## config.mk

```make
export PLATFORM = sky130hd
export DESIGN_NAME = rtct_ram
export DESIGN_NICKNAME = d
export VERILOG_FILES = /design/src/design/rtct_ram.sv
export SDC_FILE = /design/constraint.sdc
export NUM_CORES = 1
export LEC_CHECK = 0
export ABC_AREA = 1
export ABC_CLOCK_PERIOD_IN_PS = 2160
export BUFFER_PORTS_ARGS = -buffer_cell sky130_fd_sc_hd__buf_4
export CORE_MARGIN = 1
export CORE_UTILIZATION = 61
export CTS_CLUSTER_SIZE = 20
export DETAILED_ROUTE_END_ITERATION = 6
export PLACE_DENSITY = 0.79
export SETUP_SLACK_MARGIN = 0.15
export SYNTH_ARGS = -nofsm -noshare
export SYNTH_HDL_FRONTEND = slang
export SYNTH_SLANG_ARGS = --single-unit
```

## constraint.sdc

```tcl
create_clock -name i_clk -period 2.16 [get_ports i_clk]
set_clock_uncertainty 0.15 [all_clocks]
set_input_delay 0.108 -clock i_clk [delete_from_list [all_inputs] [get_ports i_clk]]
set_output_delay 0.108 -clock i_clk [all_outputs]
set_load 0.1 [all_outputs]
```

## src/design/rtct_ram.sv

```systemverilog
// Generic single-write, single-read RAM with registered read data.
`default_nettype none
module rtct_ram #(
    parameter int WIDTH = 8,
    parameter int DEPTH = 16
) (
    input  wire logic                     i_clk,
    input  wire logic                     i_we,
    input  wire logic [$clog2(DEPTH)-1:0] i_waddr,
    input  wire logic [WIDTH-1:0]         i_wdata,
    input  wire logic [$clog2(DEPTH)-1:0] i_raddr,
    output logic      [WIDTH-1:0]         o_rdata
);

    logic [WIDTH-1:0] r_mem [DEPTH];
    logic [WIDTH-1:0] r_rdata;

    always_ff @(posedge i_clk) begin
        if (i_we) begin
            r_mem[i_waddr] <= i_wdata;
        end
        r_rdata <= r_mem[i_raddr];
    end

    assign o_rdata = r_rdata;

endmodule
`default_nettype wire

```

* Yosys cells after proc, flatten, opt, wreduce, memory -nomap -nowiden
Memory sizes are Yosys's and may differ from the RTL's. A register that Yosys moved wholly into a read port is not among the register bits.
Cells that the tools add are included.
** Storage, ports and cells
- Flip-flop bits (word level) :: 0
- Bits in writable memories :: 128
- Input bits :: 18
- Output and inout bits :: 8
- Logic and storage cells :: 3
- Memories kept :: 1
** Memory list
- r_mem :: words 16, bits a word 8, rd ports 1, clocked after Yosys merged registers in 1, wr ports 1, line 15 : logic [WIDTH-1:0] r_mem [DEPTH];
** Operators by class
- Multiplexer cells :: 2
** Operators with widths (number)
- $mux W1 :: 2

* Logic depth before layout (Yosys ltp)
Gate-level depths: netlist of the first run.
- Depth after elaboration :: 2
- Gate-level depth with buffers :: 8

* Worst setup path before layout of the first run
No wires, ideal clock.
- Path type :: input port to flip-flop
- From :: in i_waddr[2]
- To :: mem r_mem[10][0] (enable)
- Setup time :: 0.370 ns
- Arrival time :: 0.689 ns
- Required time :: 1.640 ns
- Path slack :: 0.951 ns
- Stages :: 2
- Path buffers :: 0
- Cells stage by stage :: nand3b_1 -> nor2_1
** RTL lines
- start: declaration :: line 9 : input wire logic [$clog2(DEPTH)-1:0] i_waddr,
- end: declaration :: line 15
No word-level cell before the write port.

==> flow_summary.toml, run 1 <==
[run_status]
status = "complete, no violations"

[place]
io_buffer_count = 25
dp.cells = 672
dp_hpwl_um = 7574
globalplace.congestion = 0.9309

[sta]
clock.fmax_mhz = 536.7
finalSetupTns_ps = 0
tightest_slew_ps = 798.8
drv_slew = 0
rsz0062_at_grt = "no"
slew_headroom = 0.4655
setup_violations = 0
finalHoldViolCount = 0
period_share = 0.8627
min_period_ps = 1863

[synth]
yosysUniqueCellTypes = 12
avgSynthCellArea_um2 = 10.47
synth_xor_area_frac = 0
muxShareOfSynthArea = 0
synth_compound_area_frac = 0
yosys_warnings = 0
syn_inst = 551
syn_nets = 569
synth_simple_gate_area_frac = 0.2105
synth_area_mm2 = 0.005767
synthAdderAreaFrac = 0
ys_seq_elements = 136
ys_seq_area_frac = 0.6943
synth_top_family_by_area = "simple AND/OR/NAND/NOR gates"

[layout]
area_growth_pct = 16.81
final_common_cell = "nand2_1"
instances_no_fill = 714
final_cell_mix = "nand2_1, edfxtp_1, inv_1"
final_nets = 609
antenna_cells = 0
drive_above_1_share = 0.1078

[setup_path]
arrival_ps = 2130
critPathLaunchType = "input pin"
critical_path_required_ps = 2430
end_kind = "register"
crit_type = "in -> reg"
cp_max_fo = 17
timing.reg2reg.setup_slack_ps = 500

[detailed_routing]
viasPerCell = 5.574
post-route-drc-count = 0
num_vias = 3980
wl_um = 13020
drt-pass1-iter-count = 5
wire_per_inst_um = 18.23
ant_nets = 0
first_iter_violations = 458

[flow_run]
max_cap_violations = 0

[floorplanning]
dieArea_mm2 = 0.009847
core_region_area_mm2 = 0.009196
row_count = 35
fp.dieH_um = 99.23
ios = 26
die_w_um = 99.23
start_util = 0.6271

[power_and_ir_drop]
p_leak_nw = 2.930
power_density_mw_per_mm2 = 968.9
ir_drop_mv = 0.9393

[cts]
cts_buffers = 17
cts_setup_buffers = 0
insertion_delay_ps = 520
clk_path_buf_depth = 2
cts.clk_slew.worst_paths_ps = 60
h-tree-depth = 4
cts_num_sinks = 136
cts_tree = "done"
root_buffer = "clkbuf_8"

[grt]
globalRouteMet1Util = 0.3500
grt_max_degree = 35
met3_usage = 0.06887
grt_pass1_wl_um = 20040
gr-total-overflow = 0
gr-usage-all-layers = 0.2855
grt_pass1_vias = 3934
top_usage_layer = "met2"
use_met2 = 0.4733
antenna_found_initial = 0

[worst_hold_path]
hold_class = "in -> reg"
==> timing repair <==
| item | 4_1_cts | 5_1_grt |
|---|---|---|
| hold buffers | 11 | 0 |
| endpoints found under the hold margin | 136 | 0 |
| gates resized for setup | 0 | 0 |
==> cells by family after synthesis <==
family / count (synthesis)
buffers and inverters: 126
flip-flops: 136
AND/OR/NAND/NOR: 289
==> routing by layer <==
layer | vias to the layer above | routed length [um]
li1 | 1851 | -
met1 | 1858 | 5076
met2 | 228 | 6488
met3 | 43 | 1004
met4 | 0 | 450
met5 | - | 0
==> sequential cells by signal, summed over array words and instances (netlist names) <==
register and flops:
r_mem 128, o_rdata 8
==> path summary, 6_finish.rpt <==
check	from	depth (start not counted)	to
setup / recovery	i_raddr[2]	7	o_rdata[6]$_DFF_P_
hold / removal	i_we	4	r_mem[1][0]$_DFFE_PP_
setup reg to reg	r_mem[13][6]$_DFFE_PP_	7	o_rdata[6]$_DFF_P_
hold reg to reg	r_mem[13][1]$_DFFE_PP_	6	o_rdata[1]$_DFF_P_
==> where the power goes <==
part           switching (mW)  internal [mW]  total, mW
Combinational           0.377          0.132      0.509
Sequential             0.0227           2.95       2.97
Clock                    1.06           1.98       3.04
==> layout make-up <==
cell class              instances  area [um2]
multi-input cells             289        1214
inverters                     102       382.9
fillers                       598        2460
repair buffers                 45       377.9
well taps                     111       138.9
clock buffers                  18       417.9
flip-flops and latches        136        4004
clock inverters                13       201.4
==> cells in the mapped netlist <==
cell type	number	area share
buf_4	4	0.0052
nor2_1	17	0.011
inv_1	100	0.065
buf_1	1	0.00065
dfxtp_1	8	0.028
nand2_1	173	0.11
edfxtp_1	128	0.67
nand3_1	97	0.084
inv_2	2	0.0013
buf_6	6	0.012
buf_2	13	0.011
nand3b_1	2	0.0026
==> per-stage QoR <==
stage	setup WS [ps]	hold slack (ps)	util	cell area, um2	total power [mW]
after floorplan	951.2	56.87	-	5767	3.353
final	296.6	46.38	0.7325	6736	6.527
after CTS	371.4	35.97	0.7325	6736	6.532
after detailed placement	484.0	277.4	0.6532	6007	3.509
after global routing	245.3	72.82	0.7325	6736	6.679
after global placement	508.6	271.7	0.6532	6007	3.501
==> critical path, cell delays in order <==
cell and delay [ps]:
dlygate4sd3_1 540, buf_4 200, inv_1 420, nand3_1 150, nand3_1 100, dlygate4sd3_1 550, nand2_1 40
Power figures use the tool's default switching activity.
==> inputs of run 2 (changes only) <==
--- a/config.mk
+++ b/config.mk
@@ -10,3 +10,3 @@
 export BUFFER_PORTS_ARGS = -buffer_cell sky130_fd_sc_hd__buf_4
-export CORE_MARGIN = 1
+export CORE_MARGIN = 2
 export CORE_UTILIZATION = 61
--- a/constraint.sdc
+++ b/constraint.sdc
@@ -4,2 +4,2 @@
 set_output_delay 0.108 -clock i_clk [all_outputs]
-set_load 0.1 [all_outputs]
+set_load 0.005 [all_outputs]
==> run 2 against run 1 <==
Net effect: clock power up 5%; non-clock buffer count unchanged; die area up 4.1%; fmax down 0.15%; worst hold slack better by 9.9 ps; critical path depth unchanged; total power up 0.11%; count of clock-buffer cells in the layout up 2; largest power group unchanged; final area up 0.41%; largest cell class unchanged.
==> flow_summary.toml, run 2 (synthesis results as in run 1) <==
[floorplanning]
die_w_um = 101.2
start_util = 0.6271
dieArea_mm2 = 0.01025
fp.dieH_um = 101.2
ios = 26
core_region_area_mm2 = 0.009196
row_count = 35

[layout]
final_common_cell = "nand2_1"
instances_no_fill = 715
area_growth_pct = 17.29
top_register = "r_mem"
antenna_cells = 0
largest_reg_flops = 128
final_cell_mix = "nand2_1, edfxtp_1, inv_1"
final_nets = 609
drive_above_1_share = 0.1093

[sta]
hold_slack_ps = 56.26
period_share = 0.8640
clock.fmax_mhz = 535.9
finalHoldViolCount = 0
setup_violations = 0
fin_ws_ps = 293.8
min_period_ps = 1866
rsz0062_at_grt = "no"
drv_slew = 0
tightest_slew_ps = 776.9
slew_headroom = 0.4802
finalSetupTns_ps = 0

[detailed_routing]
wire_per_inst_um = 17.66
post-route-drc-count = 0
dr.max_layer_used = "met4"
ant_nets = 0
viasPerCell = 5.438
route.met2.wl_um = 6513
num_vias = 3888
drt-pass1-iter-count = 5
first_iter_violations = 410
wl_um = 12630
m1WireLength_um = 4786
wl_met3_um = 859

[run_status]
status = "complete, no violations"

[cts]
cts_resized = 0
h-tree-depth = 4
cts.clk_slew.worst_paths_ps = 60
clk_path_buf_depth = 2
insertion_delay_ps = 520
cts_num_sinks = 136
cts_tree = "done"
cts_buffers = 17
root_buffer = "clkbuf_8"

[grt]
gr-usage-all-layers = 0.2686
grt_pass1_vias = 3747
grt_max_degree = 40
antenna_found_initial = 0
grt_pass1_wl_um = 19570
gr-total-overflow = 0

[power_and_ir_drop]
power_density_mw_per_mm2 = 966.0
ir_drop_mv = 0.5572
p_leak_nw = 2.946
totalPowerFinal_mw = 6.534

[place]
dp_hpwl_um = 7645
globalplace.congestion = 0.9116
io_buffer_count = 25
place_worst_setup_slack_ps = 516.7
dp.cells = 672

[setup_path]
critPathLaunchType = "input pin"
crit_type = "in -> reg"
critical_path_required_ps = 2420
cp_max_fo = 17
end_kind = "register"
arrival_ps = 2120

[worst_hold_path]
hold_class = "in -> reg"

[flow_run]
max_cap_violations = 0
[run 2: metrics by stage]
step           utilization  instance area [um2]
2_1_floorplan            -                 5767
3_3_place_gp        0.6518                 5995
3_5_place_dp        0.6518                 5995
4_1_cts             0.7355                 6764
5_1_grt             0.7355                 6764
6_report            0.7355                 6764
[run 2: final timing paths]
kind	from	to	slack [ps]	depth (start not counted)
max reg2reg	r_mem[11][4]$_DFFE_PP_	o_rdata[4]$_DFF_P_	530	7
min reg2reg	r_mem[4][6]$_DFFE_PP_	o_rdata[6]$_DFF_P_	550	6
min	i_we	r_mem[2][5]$_DFFE_PP_	60	4
max	i_raddr[2]	o_rdata[4]$_DFF_P_	290	7
[run 2: power by group]
group	switching, mW	internal, mW	total [mW]
clock network	1.04	2.14	3.18
logic	0.250	0.128	0.378
registers	0.0215	2.95	2.97
total	1.31	5.22	6.53
[run 2: final cells by class]
type                    count  area [um2]
inverters                 102       382.9
clock inverters            12       224.0
repair buffers             45       365.4
well taps                 111       138.9
clock buffers              20       435.4
flip-flops and latches    136        4004
multi-input cells         289        1214
fillers                   603        2432
[run 2: worst max-delay path: stages]
cell	delay [ps]
dlygate4sd3_1	540
buf_4	200
inv_1	430
nand3_1	140
nand3_1	100
dlygate4sd3_1	550
nand2_1	40
[run 2: repair_timing]
action | 4_1_cts | 5_1_grt
setup buffers | 0 | 0
hold buffers | 11 | 0
hold endpoints to repair | 136 | 0
[run 2: per-layer routing]
metal | GRT usage | vias up
met4 | 0.1466 | 0
met2 | 0.4432 | 198
li1 | - | 1852
met5 | 0 | -
met3 | 0.05314 | 35
met1 | 0.3370 | 1803
