`src/design/rtct_pkg.sv`:
```
// Package for the region thread count tuner: types, codes and constants.
`default_nettype none
package rtct_pkg;

    typedef enum logic [2:0] {
        PH_REPEAT      = 3'd0,
        PH_S0          = 3'd1,
        PH_S1          = 3'd2,
        PH_S2          = 3'd3,
        PH_END_THREADS = 3'd4,
        PH_END         = 3'd5
    } t_phase;

    typedef enum logic [2:0] {
        ST_IDLE,
        ST_KEY_CMP,
        ST_MISS,
        ST_ENT_RD,
        ST_BEGIN_ANS,
        ST_END_MUL,
        ST_END_UPD,
        ST_DONE
    } t_state;

    typedef struct packed {
        t_phase      phase;
        logic [9:0]  trial;
        logic [9:0]  best_threads;
        logic [9:0]  prior;
        logic [8:0]  step;
        logic [63:0] best_metric;
        logic [31:0] best_duration;
        logic        best_boost;
        logic [1:0]  entry_metric;
    } t_entry;

    localparam logic [1:0]  MET_TIME    = 2'd0;
    localparam logic [1:0]  MET_ENERGY  = 2'd1;
    localparam logic [1:0]  MET_PRODUCT = 2'd2;

    localparam logic [1:0]  CFG_CORE_COUNT    = 2'd0;
    localparam logic [1:0]  CFG_METRIC_SELECT = 2'd1;
    localparam logic [1:0]  CFG_MIN_BOOST     = 2'd2;

    localparam logic [8:0]  CORE_COUNT_RST = 9'd8;
    localparam logic [1:0]  METRIC_SEL_RST = 2'd0;
    localparam logic [31:0] MIN_BOOST_RST  = 32'd100000;
    localparam logic [9:0]  FIRST_TRIAL    = 10'd2;
    localparam logic [8:0]  MIN_STEP       = 9'd2;

endpackage
`default_nettype wire

```
`src/design/rtct_step.sv`:
```
// One step of the per-entry thread count search on an end item.
`default_nettype none
module rtct_step
    import rtct_pkg::*;
(
    input  wire t_entry       i_entry,
    input  wire logic [63:0]  i_metric,
    input  wire logic [31:0]  i_time,
    input  wire logic [8:0]   i_core_count,
    output t_entry            o_entry
);

    logic [10:0] doubled;
    logic [8:0]  half_prior;
    logic [8:0]  half_step;
    logic        better;
    logic        not_worse;

    assign doubled    = {i_entry.trial, 1'b0};
    assign half_prior = i_entry.prior[9:1];
    assign half_step  = {1'b0, i_entry.step[8:1]};
    assign better     = i_metric < i_entry.best_metric;
    assign not_worse  = !(i_entry.best_metric < i_metric);

    always_comb begin
        o_entry = i_entry;
        if (i_entry.phase != PH_END) begin
            if ((i_entry.entry_metric == MET_ENERGY || i_entry.entry_metric == MET_PRODUCT)
                    && i_metric == 64'd0) begin
                o_entry.phase        = PH_REPEAT;
                o_entry.entry_metric = MET_TIME;
            end
            case (o_entry.phase)
                PH_REPEAT: begin
                    o_entry.phase = PH_S0;
                    o_entry.trial = FIRST_TRIAL;
                    o_entry.prior = FIRST_TRIAL;
                end
                PH_S0: begin
                    o_entry.best_metric   = i_metric;
                    o_entry.best_duration = i_time;
                    o_entry.best_threads  = i_entry.trial;
                    o_entry.trial         = doubled[9:0];
                    o_entry.phase         = PH_S1;
                end
                PH_S1: begin
                    if (better) begin
                        o_entry.best_metric   = i_metric;
                        o_entry.best_duration = i_time;
                        o_entry.best_threads  = i_entry.trial;
                        if (doubled <= {2'b00, i_core_count}) begin
                            o_entry.prior = i_entry.trial;
                            o_entry.trial = doubled[9:0];
                        end else begin
                            o_entry.step = half_prior;
                            if (half_prior >= MIN_STEP) begin
                                o_entry.trial = i_entry.trial - {1'b0, half_prior};
                                o_entry.phase = PH_S2;
                            end else begin
                                o_entry.best_boost = 1'b0;
                                o_entry.phase      = PH_END_THREADS;
                            end
                        end
                    end else if (i_entry.best_threads == {2'b00, i_core_count[8:1]}) begin
                        o_entry.best_boost = 1'b0;
                        o_entry.phase      = PH_END_THREADS;
                    end else begin
                        o_entry.step = half_prior;
                        if (half_prior >= MIN_STEP) begin
                            o_entry.trial = i_entry.trial + {1'b0, half_prior};
                            o_entry.phase = PH_S2;
                        end else begin
                            o_entry.best_boost = 1'b0;
                            o_entry.phase      = PH_END_THREADS;
                        end
                    end
                end
                PH_S2: begin
                    if (not_worse) begin
                        o_entry.best_metric   = i_metric;
                        o_entry.best_duration = i_time;
                        o_entry.best_threads  = i_entry.trial;
                    end
                    o_entry.step = half_step;
                    if (half_step >= MIN_STEP) begin
                        o_entry.trial = i_entry.trial + {1'b0, half_step};
                    end else begin
                        o_entry.best_boost = 1'b0;
                        o_entry.phase      = PH_END_THREADS;
                    end
                end
                PH_END_THREADS: begin
                    o_entry.phase = PH_END;
                    if (better) begin
                        o_entry.best_boost = 1'b0;
                    end
                end
                default: begin
                end
            endcase
        end
    end

endmodule
`default_nettype wire

```
`config.mk`:
```
export PLATFORM = sky130hd
export DESIGN_NAME = rtct_step
export DESIGN_NICKNAME = d
export VERILOG_FILES = /design/src/design/rtct_pkg.sv /design/src/design/rtct_step.sv
export SDC_FILE = /design/constraint.sdc
export NUM_CORES = 1
export LEC_CHECK = 0
export BUFFER_PORTS_ARGS = -buffer_cell sky130_fd_sc_hd__buf_2
export CAP_MARGIN = 15
export CORE_AREA = 2 2 148 150
export DETAILED_ROUTE_END_ITERATION = 10
export DIE_AREA = 0 0 150 152
export PLACE_DENSITY = 0.66
export SLEW_MARGIN = 25
export SYNTH_ARGS = -nofsm -noshare
export SYNTH_HDL_FRONTEND = slang
export SYNTH_SLANG_ARGS = --single-unit
```
`constraint.sdc`:
```
create_clock -name vclk -period 6.8
set_input_delay 0.68 -clock vclk [all_inputs]
set_output_delay 0.68 -clock vclk [all_outputs]
set_load 0.01 [all_outputs]
```
# Word-level counts from Yosys, hierarchy flattened
# Cells that the tools add are included.
# totals
reg_bits	0
out_inout_bits	141
word_cells	55
# op_classes
add_sub_neg	3
order_cmp	5
eq_ne	8
mux	35
reduce_logical	4
# op_table
operator	n
$pmux W96 S3	1
$mux W96	2
$mux W141	1
$lt A64 B64 Y1	2
$mux W10	7
$logic_not A64 Y1	1
$pmux W10 S4	1
$pmux W10 S3	1
$mux W9	3
$mux W20	1
$pmux W10 S2	1
$mux W3	6
$pmux W9 S2	1
$pmux W3 S5	1
$mux W13	1
$le A11 B9 Y1	1
$add A10 B8 Y10	1
$add A10 B9 Y10	1
$eq A10 B8 Y1	1
$sub A10 B9 Y10	1
$ge A9 B2 Y1 const B	1
$ge A8 B2 Y1 const B	1
$eq A3 B2 Y1 const B	2
$mux W1	6
10 further kinds	10

# Logic depth before layout (Yosys ltp)
# Gate-level depths: netlist (run 1).
# depth
ltp_word	9
depth_mapped	14
ltp_nobuf	14

# Worst setup path before layout (run 1)
# OpenSTA, ideal clock, no wires.
# synth_timing
kind	input port to output port
startpoint	input port i_metric[13]
endpoint	output port o_entry[118] in the netlist's numbering
arrival_ps	3311
t_required_ps	6120
slack_ps	2809
cell_stages	11
path_buffers	2
cell_sequence	inv_1 ha_1 nand4_1 or4_1 a21oi_1 nor4_1 o211a_1 a2111oi_4 buf_4 buf_4 mux2_1
# synth_rtl
element	line_no	rtl
start: declaration	rtct_step.sv:7	input wire logic [63:0] i_metric,
end: declaration	rtct_step.sv:10	output t_entry o_entry

==> impl_summary.txt, run 1 <==
----------------------------------------------------
[Final layout]
  Commonest cells after routing, fill and taps aside ... 387 x sky130_fd_sc_hd__buf_2, 98 x sky130_fd_sc_hd__ha_1, 94 x sky130_fd_sc_hd__inv_1
  Count of sequential standard cells ... 0
  Area overhead of the layout relative to synthesis ... 39.4%
  Area used by sequential logic in the layout ... 0 um2
  Diodes inserted ... 0
  Most frequent standard cell in the layout excluding fill and tap cells ... sky130_fd_sc_hd__buf_2
  Fraction of final layout cells sized beyond drive strength 1 ... 0.414
  Net total in the final layout ... around 1500
  Number of clock buffers in the layout ... 0

[Timing]
  Worst path setup slack after routing ... about 1.7 ns
  Maximum clock rate ... 197 MHz
  Final count of pins violating max slew ... 0
  Final min period ... between 5 and 6 ns
  Final setup vio count ... 0
  Portion of the clock cycle consumed by the worst path in the final layout ... 0.746
  Slew at the pin closest to its max-slew limit ... 0.832 ns
  RSZ-0062 raised after global routing ... false
  Final TNS setup ... 0 ns
  Max-slew headroom at the worst pin ... 0.446
  Final hold violation count ... 0

[Drt]
  Routed wire per std cell ... 19.1 um
  Total iterations of the first detailed-routing run ... 5
  Number of violations reported at the end of detailed-routing iteration 0 ... between 400 and 500
  Final wirelength ... between 20 and 30 mm
  Number of remaining DRC errors ... 0
  Via count ... 7289
  Mean number of vias per cell ... 5.15
  Post-DRT Antenna Nets ... 0

[Logic synthesis]
  Gate count after technology mapping ... 774
  Number of unique standard cell types used by synthesis ... just over 50
  Seq/Total Area, Yosys ... 0
  Mapped Area ... 5570 um2
  Per-instance average area after synthesis ... between 7 and 8 um2
  Synthesized net count ... around 1100
  Yosys warnings ... 0

[Global routing]
  Initial antenna violation count ... 0
  GRT Total Usage ... 0.217
  Number of global-route vias before repair ... 7008
  Overflow left after global routing ... 0
  Largest net degree at the start of global routing ... about 110
  First-pass GRT wire length ... slightly below 40 mm

[Setup path]
  Crit path largest cell delay ... 0.85 ns
  Buffers and inverters on the worst path ... 3
  Maximum net fanout on the critical path ... 16
  Kind of start point of the critical path ... input pin
  Library cell appearing most often on the critical path ... sky130_fd_sc_hd__a21oi_1
  CP Data Arrival Time ... 4.39 ns
  Path type of the worst setup path ... input pin to output port
  Critical path data required time ... just over 6 ns
  Critical path endpoint category ... output port
  Library cell contributing the largest single delay on the critical path ... sky130_fd_sc_hd__a21oi_1
  Crit path max-delay family ... compound AO/OA/AOI/OAI gates
  Sequence of cells on the critical path ... buf_2 > inv_1 > ha_1 > nand4_1 > or4_1 > a21oi_1 > nor4_1 > o211ai_1 > nand2_1 > a21oi_1 > o22ai_1 > a21oi_1 > buf_2

[Clock tree]
  Post-CTS Hold Buffers ... 0
  Setup Buffers After CTS ... 0
  Number of gates resized after cts ... 0

[Floorplan]
  Initial cell density of the core ... 0.261
  Io pins ... 387
  Core Area ... 21400 um2
  Die area ... 22800 um2
  Placement row count ... 54
  DIE WIDTH ... 150 um
  Die boundary height ... ~150 um

[Power]
  Power per Cell Area ... 80.6 nW/um2
  Static leakage ... 4.11 nW
  Post-layout power ... 0.000625 W
  Maximum resistive drop on vdd ... ~0.043 mV

[Placement]
  Gpl congestion ... slightly below 1
  Post-DP HPWL ... 23.0 mm
  Setup Slack @ Placement ... between 1.5 and 2 ns
  Number of buffers added on ports ... about 390

[Worst hold path]
  HP Class ... input pin to output port
  Launch instance of the worst min-delay path ... i_entry[2]
  Number of instances on the worst hold path ... 3
  Sink of the worst hold path ... o_entry[2]

[Outcome]
  Result of the run ... complete, no violations

[Run]
  Max Cap Violations ... 0

----------------------------------------------------
==> stage by stage <==
| stage | hold WS (ns) | area (um2) | instances | util |
|---|---|---|---|---|
| after floorplan | 1.47 | 5570 | 774 | - |
| after global placement | 1.65 | 7760 | 1415 | 0.363 |
| after detailed placement | 1.65 | 7760 | 1415 | 0.363 |
| after CTS | 1.65 | 7760 | 1415 | 0.363 |
| after global routing | 1.68 | 7760 | 1415 | 0.363 |
| final | 1.65 | 7760 | 1415 | 0.363 |
==> final cells by class <==
class              instances  area [um2]
fillers                 2299       13600
multi-input cells        650        5070
repair buffers           391        1980
inverters                 94         353
well taps                280         350
==> logic make-up after synthesis <==
family          share of synthesized area
simple gates                        0.181
compound gates                      0.229
buf+inv                            0.0881
mux                                 0.227
fa+ha+maj                           0.231
xor+xnor                           0.0441
==> worst max-delay path by stage <==
stage,startpoint,to,slack (ns),cells after the start
2_1_floorplan,i_metric[13],o_entry[118],2.81,11
3_3_place_gp,i_metric[55],o_entry[99],1.90,13
3_5_place_dp,i_metric[13],o_entry[100],1.77,13
4_1_cts,i_metric[13],o_entry[99],1.75,13
5_1_grt,i_metric[55],o_entry[105],1.39,13
6_report,i_metric[13],o_entry[99],1.73,13
==> tightest hold or removal path, stage by stage <==
cell                     delay [ns]
sky130_fd_sc_hd__buf_2         0.07
sky130_fd_sc_hd__and2_1        0.10
sky130_fd_sc_hd__buf_2         0.12
==> per-layer routing <==
layer,track usage,vias up,part of all wire
li1,-,3573,-
met1,0.284,3339,0.42
met2,0.383,346,0.48
met3,0.0222,31,0.083
met4,0.0418,0,0.022
met5,0,-,0
==> where the power goes <==
group | total [W] | switching, W | leakage [nW] | internal [W]
logic | 0.000625 | 0.000348 | 4.11 | 0.000277
clock network | 0 | 0 | 0 | 0
registers | 0 | 0 | 0 | 0
==> cells in the mapped netlist (4+ instances only) <==
cell type / count / area share
sky130_fd_sc_hd__buf_4: 4 / 0.0054
sky130_fd_sc_hd__o21ai_0: 46 / 0.041
sky130_fd_sc_hd__xnor2_1: 20 / 0.031
sky130_fd_sc_hd__o211ai_1: 9 / 0.012
sky130_fd_sc_hd__nor4_1: 24 / 0.027
sky130_fd_sc_hd__nor2b_1: 11 / 0.012
sky130_fd_sc_hd__nor2_1: 54 / 0.036
sky130_fd_sc_hd__a21oi_1: 65 / 0.058
sky130_fd_sc_hd__mux2i_1: 8 / 0.014
sky130_fd_sc_hd__nand4_1: 21 / 0.024
sky130_fd_sc_hd__a221oi_1: 7 / 0.011
sky130_fd_sc_hd__clkbuf_1: 17 / 0.011
sky130_fd_sc_hd__nand3_1: 18 / 0.016
sky130_fd_sc_hd__a31oi_1: 6 / 0.0067
sky130_fd_sc_hd__a21o_1: 14 / 0.019
sky130_fd_sc_hd__xor2_1: 8 / 0.013
sky130_fd_sc_hd__o22ai_1: 17 / 0.019
sky130_fd_sc_hd__nand2b_1: 9 / 0.010
sky130_fd_sc_hd__mux2_2: 77 / 0.16
sky130_fd_sc_hd__mux2_1: 28 / 0.057
sky130_fd_sc_hd__buf_2: 8 / 0.0072
sky130_fd_sc_hd__a211oi_1: 8 / 0.011
sky130_fd_sc_hd__ha_1: 98 / 0.22
sky130_fd_sc_hd__inv_1: 94 / 0.063
sky130_fd_sc_hd__and3_1: 4 / 0.0045
sky130_fd_sc_hd__nand2_1: 45 / 0.030
sky130_fd_sc_hd__o31ai_1: 4 / 0.0054
sky130_fd_sc_hd__a222oi_1: 4 / 0.0072
sky130_fd_sc_hd__nor3_1: 12 / 0.011
(Power assumes the default switching activity.)
==> run 2, diff against run 1 <==
Settings changed: CORE_AREA 2 2 148 150 to 2 2 149 151, DIE_AREA 0 0 150 152 to 0 0 151 153, PLACE_DENSITY 0.66 to 0.68.
Clock period 6.8 ns to 4.27 ns, I/O delays scaled along.
==> run 2 against run 1 <==
Critical path depth did not move. Hold slack lost 0.51 ns. Count of clock-buffer cells in the layout stayed put. Worst setup slack got worse by 1.5 ns. Sequential cell count is the same. Design area grew 3.6%. Non-clock buffer count is 32 higher. Cell count rose by 2.3%. Utilization is 1.1 points higher. Via count increased by 3.1%. Combinational power increased by 63%. Largest cell class unchanged.
==> impl_summary.txt, run 2 (synthesis gave the netlist of run 1 again) <==
----------------------------------------------------
[Drt]
  Via count ... 7513 (+3.1%)
  Routed wire per std cell ... 18.7 um (-2.0%)
  Number of remaining DRC errors ... 0 (unchanged)
  Number of violations reported at the end of detailed-routing iteration 0 ... 504 (+4.6%)
  Final wirelength ... 27.1 mm (+0.33%)
  Mean number of vias per cell ... 5.19 (+0.72%)
  Post-DRT Antenna Nets ... 0 (unchanged)
  Total iterations of the first detailed-routing run ... 5 (unchanged)

[Final layout]
  Area used by sequential logic in the layout ... 0 um2 (unchanged)
  Area overhead of the layout relative to synthesis ... 44.4%
  Commonest cells after routing, fill and taps aside ... 387 x sky130_fd_sc_hd__buf_2, 98 x sky130_fd_sc_hd__ha_1, 94 x sky130_fd_sc_hd__inv_1
  Most frequent standard cell in the layout excluding fill and tap cells ... sky130_fd_sc_hd__buf_2
  Count of sequential standard cells ... 0 (unchanged)
  Fraction of final layout cells sized beyond drive strength 1 ... 0.432 (+0.0178)
  Area taken by multi-input logic gates ... 5080 um2 (+0.17%)
  Final Util ... 0.374 (+0.0106)
  Net total in the final layout ... 1516 (+2.2%)
  Filler cell count ... 2305 (+0.26%)
  Number of clock buffers in the layout ... 0 (unchanged)

[Setup path]
  Buffers and inverters on the worst path ... 5 (+2)
  Maximum net fanout on the critical path ... 29 (+13)
  Kind of start point of the critical path ... input pin
  Crit path largest cell delay ... 0.61 ns (-0.24 ns)
  Path type of the worst setup path ... input pin to output port
  Crit path max-delay family ... compound AO/OA/AOI/OAI gates
  Critical path endpoint category ... output port
  Library cell contributing the largest single delay on the critical path ... sky130_fd_sc_hd__or4_1
  Sequence of cells on the critical path ... buf_2 > inv_1 > ha_1 > nand4_1 > or4_1 > a21oi_1 > nor4_1 > o211a_1 > a2111oi_4 > buf_12 > buf_12 > mux2_2 > buf_2
  Critical path data required time ... 3.84 ns (-2.28 ns)
  CP Data Arrival Time ... 3.61 ns (-0.78 ns)

[Global routing]
  Overflow left after global routing ... 0 (unchanged)
  GRT Total Usage ... 0.216 (-0.000487)
  Initial antenna violation count ... 1 (+1)
  First-pass GRT wire length ... 39.5 mm (+0.37%)
  Number of global-route vias before repair ... 7193 (+2.6%)
  Largest net degree at the start of global routing ... 31 (-71%)

[Power]
  Power dissipated by switching net loads ... 0.000556 W (+60%)
  Maximum resistive drop on vdd ... 0.0584 mV (+36%)
  Power per Cell Area ... 127 nW/um2 (+58%)
  Internal Power ... 0.000466 W (+68%)
  Logic pwr share ... 1.000 (about the same)
  Switching power as a share of total power ... 0.544 (-0.0121)
  Static leakage ... 4.28 nW (+4.0%)
  Portion of total power attributed to sequential cells ... 0 (unchanged)
  Clock share of power ... 0 (unchanged)

[Floorplan]
  Placement row count ... 54 (unchanged)
  Die area ... 23100 um2 (+1.3%)
  DIE WIDTH ... 151 um (+0.67%)
  Initial cell density of the core ... 0.259 (-0.00164)
  Die boundary height ... 153 um (+0.66%)
  Core Area ... 21500 um2 (+0.63%)
  Io pins ... 387 (unchanged)

[Timing]
  Max-slew headroom at the worst pin ... 0.478 (+0.0323)
  Portion of the clock cycle consumed by the worst path in the final layout ... 0.946
  Slew at the pin closest to its max-slew limit ... 0.776 ns (-0.0556 ns)
  RSZ-0062 raised after global routing ... false
  Final min period ... a little over 4 ns
  Final setup vio count ... 0 (unchanged)
  Final TNS setup ... 0 ns (unchanged)
  Final hold violation count ... 0 (unchanged)
  Final count of pins violating max slew ... 0 (unchanged)
  Maximum clock rate ... ~250 MHz

[Placement]
  Post-DP HPWL ... 23.7 mm (+2.7%)
  Number of buffers added on ports ... 387 (unchanged)
  Gpl congestion ... 0.942 (-2.8%)

[Worst hold path]
  HP Class ... input pin to output port

[Clock tree]
  Post-CTS Hold Buffers ... 0 (unchanged)
  Number of gates resized after cts ... 0 (unchanged)
  Setup Buffers After CTS ... 0 (unchanged)

[Outcome]
  Result of the run ... complete, no violations

[Run]
  Max Cap Violations ... 0 (unchanged)

----------------------------------------------------
[run 2: final timing paths]
path,from,end,slack [ns],cells past startpoint
setup / recovery,i_metric[15],o_entry[22],0.23,13
hold / removal,i_entry[2],o_entry[2],1.14,3
[run 2: power by group through the flow]
| stage | Combinational (W) | Sequential (W) | Clock [W] |
|---|---|---|---|
| 2_1_floorplan | 0.000561 | 0 | 0 |
| 3_3_place_gp | 0.00100 | 0 | 0 |
| 3_5_place_dp | 0.00101 | 0 | 0 |
| 4_1_cts | 0.00101 | 0 | 0 |
| 5_1_grt | 0.00112 | 0 | 0.0000000000313 |
| 6_report | 0.00102 | 0 | 0.0000000000313 |
[run 2: per-layer routing]
metal	global-route usage	part of all wire	vias up
li1	-	-	3652
met1	0.286	0.42	3427
met2	0.378	0.47	382
met3	0.0176	0.079	52
met4	0.0543	0.028	0
met5	0	0	-
[run 2: cell type report]
class                      count  share of cell area
inverter                      94              0.0439
multi-input combinational    650               0.633
antenna                        1            0.000311
timing repair buffer         423               0.279
tap                          280              0.0436
[run 2: stage by stage]
step / power [W] / cell area [um2] / instances / worst slack (ns) / hold slack [ns]
CTS: 0.00101 / 8020 / 1447 / 0.132 / 1.14
finish: 0.00102 / 8030 / 1448 / 0.229 / 1.14
detailed placement: 0.00101 / 8020 / 1447 / 0.153 / 1.14
floorplan: 0.000561 / 5570 / 774 / 0.785 / 0.969
global placement: 0.00100 / 8020 / 1447 / 0.182 / 1.14
global route: 0.00112 / 8030 / 1448 / 0.0401 / 1.17
